## src/hw/rtl/prmv_ram.sv

```systemverilog
`default_nettype none
module prmv_ram #(
  parameter int WIDTH = 8,
  parameter int DEPTH = 8,
  parameter int AW    = (DEPTH > 1) ? $clog2(DEPTH) : 1
) (
  input  wire logic             clk,
  input  wire logic             we,
  input  wire logic [AW-1:0]    waddr,
  input  wire logic [WIDTH-1:0] wdata,
  input  wire logic [AW-1:0]    raddr,
  output logic      [WIDTH-1:0] rdata
);

  logic [WIDTH-1:0] mem [DEPTH];

  always_ff @(posedge clk) begin
    if (we) begin
      mem[waddr] <= wdata;
    end
    rdata <= mem[raddr];
  end

endmodule
`default_nettype wire

```

## config.mk

```make
export PLATFORM = sky130hd
export DESIGN_NAME = prmv_ram
export DESIGN_NICKNAME = d
export VERILOG_FILES = /design/src/hw/rtl/prmv_ram.sv
export SDC_FILE = /design/constraint.sdc
export NUM_CORES = 1
export LEC_CHECK = 0
export ABC_AREA = 0
export BUFFER_PORTS_ARGS = -buffer_cell sky130_fd_sc_hd__buf_2
export CORE_AREA = 2 2 88 69
export DETAILED_ROUTE_END_ITERATION = 16
export DIE_AREA = 0 0 90 71
export GPL_TIMING_DRIVEN = 1
export PLACE_DENSITY = 0.79
export SLEW_MARGIN = 20
export SYNTH_ARGS = -nofsm -noshare
export SYNTH_HDL_FRONTEND = slang
export SYNTH_SLANG_ARGS = --single-unit
```

## constraint.sdc

```tcl
create_clock -name clk -period 1.6 [get_ports clk]
set_input_delay 0.16 -clock clk [delete_from_list [all_inputs] [get_ports clk]]
set_output_delay 0.16 -clock clk [all_outputs]
set_load 0.01 [all_outputs]
```

==> out/qor.csv <==
metric,value,unit
status,"complete, no violations",
report.final.slew_viol_count,0,
dp_hpwl,2730,µm
fin_ws,0.335,ns
cp-endpoint,rdata[4],
num_rows,24,
rr_worst_depth,2,
ctsHoldBuffers,0,
peakVddDrop,0.601,mV
drtIter0Drc,52,
worstMarginPinSlew,0.358,ns
required,1.82,ns
nFillCells,438,
max_cap_violations,0,
dieWidth,90,µm
synthMuxAreaShare,0.188,
layout_common_cells,"64 x edfxtp_1, 23 x buf_2, 15 x mux4_1",
nets,168,
r2r-end,rdata[4],
worstPathMaxFanout,1,
grt_pass1_wl,6520,µm
final_area,0.00315,mm²
synth_warnings,0,
finalPower,3.84,mW
grt_use_met2,0.248,
ios,24,
cts_setup_buffers,0,
hold_class,input port to flip-flop,
synthSimpleGateAreaFrac,0.0219,
dp_cells,219,
antenna_found_initial,0,
rr_startpoint,mem[3][4],
cts_tree,done,
route.detailed.wl_per_inst,18.5,µm
root_buffer,clkbuf_8,
hold_violations,0,
ys_ff_latch,72,
grt_pass1_vias,1274,
seqCellArea,0.00208,mm²
core,0.00559,mm²
gp_congestion,0.687,
synth_xor_area_frac,0,
syn_avg_cell_area,23.6,µm²
power.density,1220,mW/mm²
use_met3,0.0799,
final_cells,235,
reg2reg_slack,0.33,ns
vias,1204,
cp-start-kind,flip-flop,
die_area,0.00639,mm²
power.leakage,1.11,nW
setup_viol,0,
syn_inst,114,
clock_latency,0.33,ns
routed_wl,4350,µm
area_delta_synth_final,17.2,%
dr.pass1.iters,4,
synth_area,0.00269,mm²
finClkSkew,0.00828,ns
synth_fp_nets,130,
layout_commonest_cell,edfxtp_1,
start_util,0.482,
port_buffers,23,
synth_seq_area_share,0.774,
grt_busiest_layer,met2,
grt_start_max_net_pins,17,
die_height,71,µm
synth_top_family_by_area,multiplexers,
setup.worst_path.start,mem[3][4],
h-tree-depth,3,
cp-end-kind,flip-flop,
grt_overflow,0,
clockBufferDepth,2,
clkSinkCount,72,
clk_pin_slew,0.07,ns
place_area,0.00294,mm²
hold_ws,0.0911,ns
final_antenna_net_count,0,
synth_fa_ha_area_frac,0,
drive_gt1_frac,0.338,
path_class,flip-flop to flip-flop,
dp_slack,0.197,ns
arrival,1.48,ns
numCtsBuffers,9,
tns,0,ns
period_needed,1.27,ns
synth.distinct_cells,14,
postCtsResizedCells,0,
vias_per_cell,5.12,
maxSlewHeadroom,0.762,
multi_input_area,566,µm²
drc,0,
final.period_utilization,0.791,
fin_util,0.565,
use_met1,0.169,
rsz0062_at_grt,no,
antenna_cells,0,
max_freq,0.790,GHz
grtUsageTotal,0.149,
synth_compound_area_frac,0,
==> layout make-up <==
class,count,area share
clock buffer,12,0.0460
sequential,72,0.660
tap,78,0.0310
timing repair buffer,32,0.0619
multi-input combinational,37,0.179
clock inverter,4,0.0214
==> power breakdown <==
group | switching [mW] | leakage [nW] | internal [mW] | total, mW
Clock | 0.580 | 0.106 | 0.911 | 1.49
Combinational | 0.106 | 0.360 | 0.107 | 0.212
Sequential | 0.0147 | 0.649 | 2.12 | 2.14
==> registers in the layout, indices dropped and copies added, names as in the netlist <==
register / flops
rdata: 8
mem: 64
==> synthesized netlist by cell type, drive strengths merged <==
library cell / n / area (µm²)
edfxtp: 64 / 1920
mux4: 16 / 417
dfxtp: 8 / 160
mux2: 8 / 90.1
nor2: 6 / 22.5
buf: 4 / 40.0
nand2b: 3 / 18.8
nand2: 2 / 7.51
nor3: 2 / 10.0
clkbuf: 1 / 3.75
==> how the worst min path moves through the flow <==
stage | start | to | slack [ns] | cells past startpoint
finish | wdata[1] | mem[3][1] | 0.09 | 1
global route | wdata[5] | mem[3][5] | 0.09 | 1
CTS | wdata[1] | mem[2][1] | 0.08 | 1
detailed placement | wdata[2] | mem[6][2] | 0.43 | 1
global placement | wdata[5] | mem[2][5] | 0.41 | 1
floorplan | wdata[0] | mem[0][0] | 0.26 | 0
==> routing by layer <==
layer	routed length (µm)	part of all wire
met1	1820	0.42
met2	2260	0.52
met3	234	0.054
met4	42	0.0097
met5	0	0
==> worst max-delay path, stage by stage, from the launching register on <==
cell,delay [ns]
edfxtp_1,0.37
mux4_1,0.51
mux2_2,0.27
==> kinds of logic after synthesis <==
family / after synthesis
AND/OR/NAND/NOR: 13
multiplexers: 24
flip-flops: 72
buffers and inverters: 5
(Power assumes the default switching activity.)
