$ cat config.mk
export PLATFORM = sky130hd
export DESIGN_NAME = prmv_div
export DESIGN_NICKNAME = d
export VERILOG_FILES = /design/src/hw/rtl/prmv_div.sv
export SDC_FILE = /design/constraint.sdc
export NUM_CORES = 1
export LEC_CHECK = 0
export ABC_AREA = 1
export BUFFER_PORTS_ARGS = -buffer_cell sky130_fd_sc_hd__buf_4
export CAP_MARGIN = 20
export CORE_ASPECT_RATIO = 0.75
export CORE_UTILIZATION = 47
export CTS_CLUSTER_DIAMETER = 30
export DETAILED_ROUTE_END_ITERATION = 16
export PLACE_DENSITY = 0.8
export SKIP_CTS_REPAIR_TIMING = 1
export SLEW_MARGIN = 20
export SYNTH_ARGS = -nofsm -noshare
export SYNTH_HDL_FRONTEND = slang
export SYNTH_SLANG_ARGS = --single-unit
$ cat constraint.sdc
create_clock -name clk -period 4.7 [get_ports clk]
set_input_delay 0.94 -clock clk [delete_from_list [all_inputs] [get_ports clk]]
set_output_delay 0.94 -clock clk [all_outputs]
set_load 0.05 [all_outputs]
$ cat src/hw/rtl/prmv_div.sv
`default_nettype none
module prmv_div #(
  parameter int DW = 64,
  parameter int SW = 25
) (
  input  wire logic          clk,
  input  wire logic          rst_n,
  input  wire logic          start,
  input  wire logic [DW-1:0] dividend,
  input  wire logic [SW-1:0] divisor,
  output logic               done,
  output logic      [DW-1:0] quotient
);

  localparam int CW = $clog2(DW + 1);

  logic          busy_r;
  logic          done_r;
  logic [CW-1:0] cnt_r;
  logic [SW-1:0] rem_r;
  logic [SW-1:0] rem_nxt;
  logic [DW-1:0] quo_r;
  logic [DW-1:0] quo_nxt;
  logic [SW:0]   sh;
  logic          ge;

  always_comb begin
    sh      = {rem_r, quo_r[DW-1]};
    ge      = (sh >= {1'b0, divisor});
    rem_nxt = ge ? SW'(sh - {1'b0, divisor}) : SW'(sh);
    quo_nxt = {quo_r[DW-2:0], ge};
  end

  always_ff @(posedge clk) begin
    if (!rst_n) begin
      busy_r <= 1'b0;
      done_r <= 1'b0;
      cnt_r  <= '0;
    end else begin
      done_r <= 1'b0;
      if (start) begin
        busy_r <= 1'b1;
        cnt_r  <= '0;
      end else if (busy_r) begin
        cnt_r <= cnt_r + 1'b1;
        if (cnt_r == CW'(DW - 1)) begin
          busy_r <= 1'b0;
          done_r <= 1'b1;
        end
      end
    end
  end

  always_ff @(posedge clk) begin
    if (start) begin
      rem_r <= '0;
      quo_r <= dividend;
    end else if (busy_r) begin
      rem_r <= rem_nxt;
      quo_r <= quo_nxt;
    end
  end

  assign done     = done_r;
  assign quotient = quo_r;

endmodule
`default_nettype wire

==> results.yml, run 1 <==
clock_network:
  htreeDepth: 3
  clk_latency_ps: 350
  cts_tree: "built"
  numCtsBuffers: 9
  root_buffer: "clkbuf_16"
  cts_num_sinks: 98
  clkTransAtPathRegs_ps: 70
  cts_buffer_depth: 2
worst_setup_path:
  rrSetupSlack_ps: 2230
  worstReg2RegStart: "quotient[63]"
  endpoint_kind: "flop"
  path_max_fanout: 28
  crit_type: "in2reg"
  path_cells: "buf_4 > inv_1 > ha_1 > nand2_1 > inv_1 > nand2_1 > nor3_2 > nand3b_4 > nand2_8 > nand2_1 > nand3_1 > o21ai_0"
  worst_setup_path_start_kind: "input pin"
  worstPathRequired_ps: 4920
  slowest_stage: "nand3b_4"
  critPathMaxStageDelay_ps: 410
  reg2reg_depth: 11
  r2r-end: "rem_r[0]"
  crit_arrival_ps: 3030
  cpMostUsedCell: "nand2_1"
timing:
  hold_viol: 0
  max_freq_ghz: 0.355
  holdWs_ps: 475
  tightest_slew_ps: 643
  min_period_ps: 2820
  slew_viol_final: 0
  fin_worst_skew_ps: 9.27
  setup_ws_ps: 1880
  fin_crit_sh_pct: 59.9
  setup_viol: 0
  rsz0062_at_grt: "no"
  setup_tns_ps: 0
  slew_headroom_pct: 57.1
power:
  peakVddDrop_mv: 0.219
  combPwrFrac_pct: 23.1
  switchingPower_uw: 768
  p_leak_uw: 0.00434
  p_int_uw: 1540
  seq_power_share_pct: 44.5
  switching_share_pct: 33.2
  p_per_area_nw_per_um2: 291
  clock_power_share_pct: 32.4
synth:
  ys_seq_elements: 98
  synthCells: 901
  ys_top_cells_by_area: "edfxtp_1, nand2_1, dfxtp_1"
  yosys.area.top_type: "edfxtp_1"
  synth.top_cell.area_share_pct: 30.1
  synthFlopType: "edfxtp_1"
  postSynthNetCount: 1020
  synth.yosys.seq_area_share_pct: 40.8
  ys_types: 45
  async_flop_share_pct: 0
  yosysWarnings: 0
  syn_avg_cell_area_um2: 7.08
  synth_edf_count: 64
  syn_area_um2: 6380
final_layout:
  final_layout_size_suffix_gt1_share_pct: 20.2
  antenna_cells: 0
  regArea_um2: 2600
  fill_cells: 1213
  layout.nets: 1169
  syn_to_final_growth_pct: 24.7
  layout_commonest_cell: "nand2_1"
  multi_input_area_um2: 3080
  utilization_pct: 60.7
  mostFrequentLayoutCells: "nand2_1, buf_4, inv_1"
worst_hold_path:
  hold_path.startpoint: "rem_r[14]"
  hold_class: "reg2reg"
  min_delay_worst_endpoint: "rem_r[14]"
  hold_depth: 2
placed_design:
  dp_worst_setup_slack_ps: 1600
  dp_hpwl_mm: 12.0
  portBuffers: 156
  place_congestion: 0.939
grt:
  grt_pass1_vias: 5145
  track_usage_pct: 22.7
  antenna_found_initial: 0
  globalRoute.totalOverflow: 0
  grt_pass1_wl_mm: 25.0
  grt_max_degree: 64
floorplan:
  dieArea_um2: 14000
  core_um2: 13100
  die_w_um: 136
  rows: 36
  dieHeight_um: 103
  pin_count: 157
  start_util_pct: 48.6
flow_run:
  maxCapViolations: 0
route:
  postRouteAntennaNets: 0
  vias_per_cell: 4.84
  drc_errors: 0
  first_pass_iters: 6
  drt-initial-drc-count: 421
  detail_route.wl_per_cell_um: 13.1
  vias: 5929
  routed_wl_mm: 16.1
run_status:
  status: "finished clean"
how the worst max path moves through the flow:
stage / startpoint / endpoint
2_1_floorplan: start / quotient[0]
3_3_place_gp: divisor[12] / rem_r[2]
3_5_place_dp: divisor[12] / rem_r[0]
4_1_cts: divisor[10] / rem_r[0]
5_1_grt: divisor[10] / rem_r[0]
6_report: divisor[10] / rem_r[0]
worst max-delay path: cells and delay by family:
| family | cells | cell delay [ps] |
|---|---|---|
| AO/OA/AOI/OAI | 1 | 80 |
| buffers and inverters | 3 | 210 |
| adder cells (fa/ha/maj) | 1 | 370 |
| AND/OR/NAND/NOR | 7 | 1410 |
logic make-up after synthesis:
kind of cell / after synthesis / share of synthesized area, %
xor+xnor: 11 / 1.51
buf+inv: 168 / 10.9
compound gates: 44 / 3.98
simple gates: 553 / 37.4
flops: 98 / 40.8
fa+ha+maj: 27 / 5.42
synthesized netlist by cell type (2+ instances only):
master and number:
nand3b_1 6, nor3_2 2, nand3_2 10, buf_6 3
xor2_1 2, clkbuf_1 12, nor2_1 38, o21ai_1 8
a21oi_1 19, o21ai_0 8, nor2_2 5, ha_1 26
dfxtp_1 34, nand3_1 57, nor3_1 5, nand4_1 9
nand2_1 406, buf_12 2, inv_1 144, xnor2_1 9
nand2_2 5, edfxtp_1 64, buf_2 2, buf_1 4
registers in the layout, indices dropped and copies added, names as in the netlist:
register / cells
busy_r: 1
cnt_r: 7
done: 1
quotient: 64
rem_r: 25
routing by layer:
layer | wire length (um) | GRT usage (%)
met1 | 7810 | 34.3
met2 | 7090 | 33.9
met4 | 114 | 3.85
met5 | 0 | 0
met3 | 1090 | 4.47
power by group through the flow:
stage,clock network (uW),registers (uW),logic [uW]
detailed placement,0,1050,537
finish,749,1030,534
global placement,0,1040,532
CTS,760,1030,537
floorplan,0,1240,145
global route,793,1040,572
metrics by stage:
step	cell area, um^2	total power [uW]	std cells
after detailed placement	7650	1580	1210
after floorplan	6380	1390	901
final	7950	2310	1226
after global placement	7650	1580	1210
after global routing	7950	2400	1226
after CTS	7950	2330	1226
layout make-up:
type	instances	area share, %
multi-input cells	635	38.8
well taps	171	2.69
clock buffers	9	2.83
flip-flops and latches	98	32.7
inverters	144	6.80
clock inverters	7	0.913
repair buffers	162	15.3
Power figures use the tool's default switching activity.
==> inputs of run 2 (changes only) <==
==> constraint.sdc (replaced) <==
create_clock -name clk -period 2.9 [get_ports clk]
set_input_delay 0.58 -clock clk [delete_from_list [all_inputs] [get_ports clk]]
set_output_delay 0.58 -clock clk [all_outputs]
set_load 0.05 [all_outputs]
==> results.yml, run 2 (same netlist as run 1, synthesis figures left out) <==
run_status:
  status: "finished clean"
route:
  drt-met1-wl_mm: 7.88
  detail_route.wl_per_cell_um: 13.2
  first_pass_iters: 7
  drc_errors: 0
  drt-initial-drc-count: 360
  vias: 6025
  wl_met3_mm: 1.10
  route.met2.wl_mm: 7.09
  vias_per_cell: 4.90
  maxUsedRoutingLayer: "met4"
  routed_wl_mm: 16.2
  postRouteAntennaNets: 0
clock_network:
  clk_latency_ps: 350
  clkTransAtPathRegs_ps: 80
  numCtsBuffers: 9
  cts_buffer_depth: 2
  cts_num_sinks: 98
  cts_tree: "built"
  htreeDepth: 3
  root_buffer: "clkbuf_16"
final_layout:
  syn_to_final_growth_pct: 25.3
  layout_commonest_cell: "nand2_1"
  layout.nets: 1173
  fill_cells: 1213
  antenna_cells: 0
  mostFrequentLayoutCells: "nand2_1, buf_4, inv_1"
  largest_reg_flops: 64
  postLayoutCellArea_um2: 7990
  final_layout_size_suffix_gt1_share_pct: 20.5
placed_design:
  portBuffers: 156
  place_congestion: 0.962
  dp_hpwl_mm: 12.2
  place_area_um2: 7680
floorplan:
  start_util_pct: 48.6
  dieArea_um2: 14000
  rows: 36
  core_um2: 13100
  dieHeight_um: 103
  die_w_um: 136
  pin_count: 157
worst_setup_path:
  path_max_fanout: 11
  worst_setup_path_start_kind: "flop"
  crit_arrival_ps: 2560
  worstPathRequired_ps: 3150
  crit_type: "reg2reg"
  endpoint_kind: "flop"
grt:
  track_usage_pct: 23.1
  grt_max_degree: 65
  antenna_found_initial: 0
  grt_pass1_wl_mm: 25.5
  globalRoute.totalOverflow: 0
  grt_pass1_vias: 5374
flow_run:
  maxCapViolations: 0
timing:
  setup_viol: 0
  fin_crit_sh_pct: 79.6
  hold_viol: 0
  setup_tns_ps: 0
  tightest_slew_ps: 665
  rsz0062_at_grt: "no"
  max_freq_ghz: 0.433
  slew_viol_final: 0
  min_period_ps: 2310
  slew_headroom_pct: 55.7
  fin_worst_skew_ps: 11.1
power:
  p_per_area_nw_per_um2: 471
  p_leak_uw: 0.00436
  peakVddDrop_mv: 0.277
worst_hold_path:
  hold_class: "reg2reg"
-- run 2: cell types whose count changed in the layout (fill, tap and decap cells not counted) --
cell,before,now
clkinvlp_4,1,0
buf_4,162,166
clkinv_4,0,2
clkinv_8,1,2
inv_6,3,1
-- run 2: report_power, final --
| group | switching, uW | total, uW | internal, uW |
|---|---|---|---|
| clock network | 613 | 1230 | 616 |
| registers | 57.8 | 1670 | 1610 |
| logic | 587 | 869 | 283 |
-- run 2: final timing paths --
| check | from | to | slack, ps | cells after the start |
|---|---|---|---|---|
| setup reg to reg | quotient[63] | rem_r[24] | 590 | 13 |
| setup / recovery | quotient[63] | rem_r[24] | 590 | 13 |
| hold / removal | rem_r[15] | rem_r[15] | 470 | 2 |
| hold reg to reg | rem_r[15] | rem_r[15] | 470 | 2 |
-- run 2: area by class of cell --
cell class | count | area (um^2) | area share, %
Sequential cell | 98 | 2600 | 32.6
Inverter | 144 | 541 | 6.76
Clock inverter | 7 | 81.3 | 1.02
Clock buffer | 9 | 225 | 2.82
Multi-Input combinational cell | 635 | 3080 | 38.6
Tap cell | 171 | 214 | 2.68
Timing Repair Buffer | 166 | 1250 | 15.6
-- run 2: through the flow --
stage | worst slack [ps] | cells | utilization (%) | hold WS [ps] | total power, uW
CTS | 599 | 1230 | 61.0 | 473 | 3780
finish | 593 | 1230 | 61.0 | 470 | 3770
global route | 401 | 1230 | 61.0 | 483 | 3920
detailed placement | 351 | 1214 | 58.6 | 459 | 2570
global placement | 393 | 1214 | 58.6 | 455 | 2550
floorplan | 616 | 901 | - | 443 | 2250
-- run 2: worst max-delay path, cell delays in order, from the launching register on --
cell	delay, ps
edfxtp_1	390
inv_1	110
ha_1	140
inv_1	50
fa_1	460
nand3_1	140
nand3_2	160
nand3b_4	230
buf_4	230
nand3_1	100
nand2_1	60
inv_1	40
nand2_1	50
nand2_1	40
-- run 2: routing by layer --
layer	global-route usage (%)	vias up
li1	-	3104
met1	33.9	2712
met2	34.9	195
met3	5.16	14
met4	4.19	0
met5	0	-
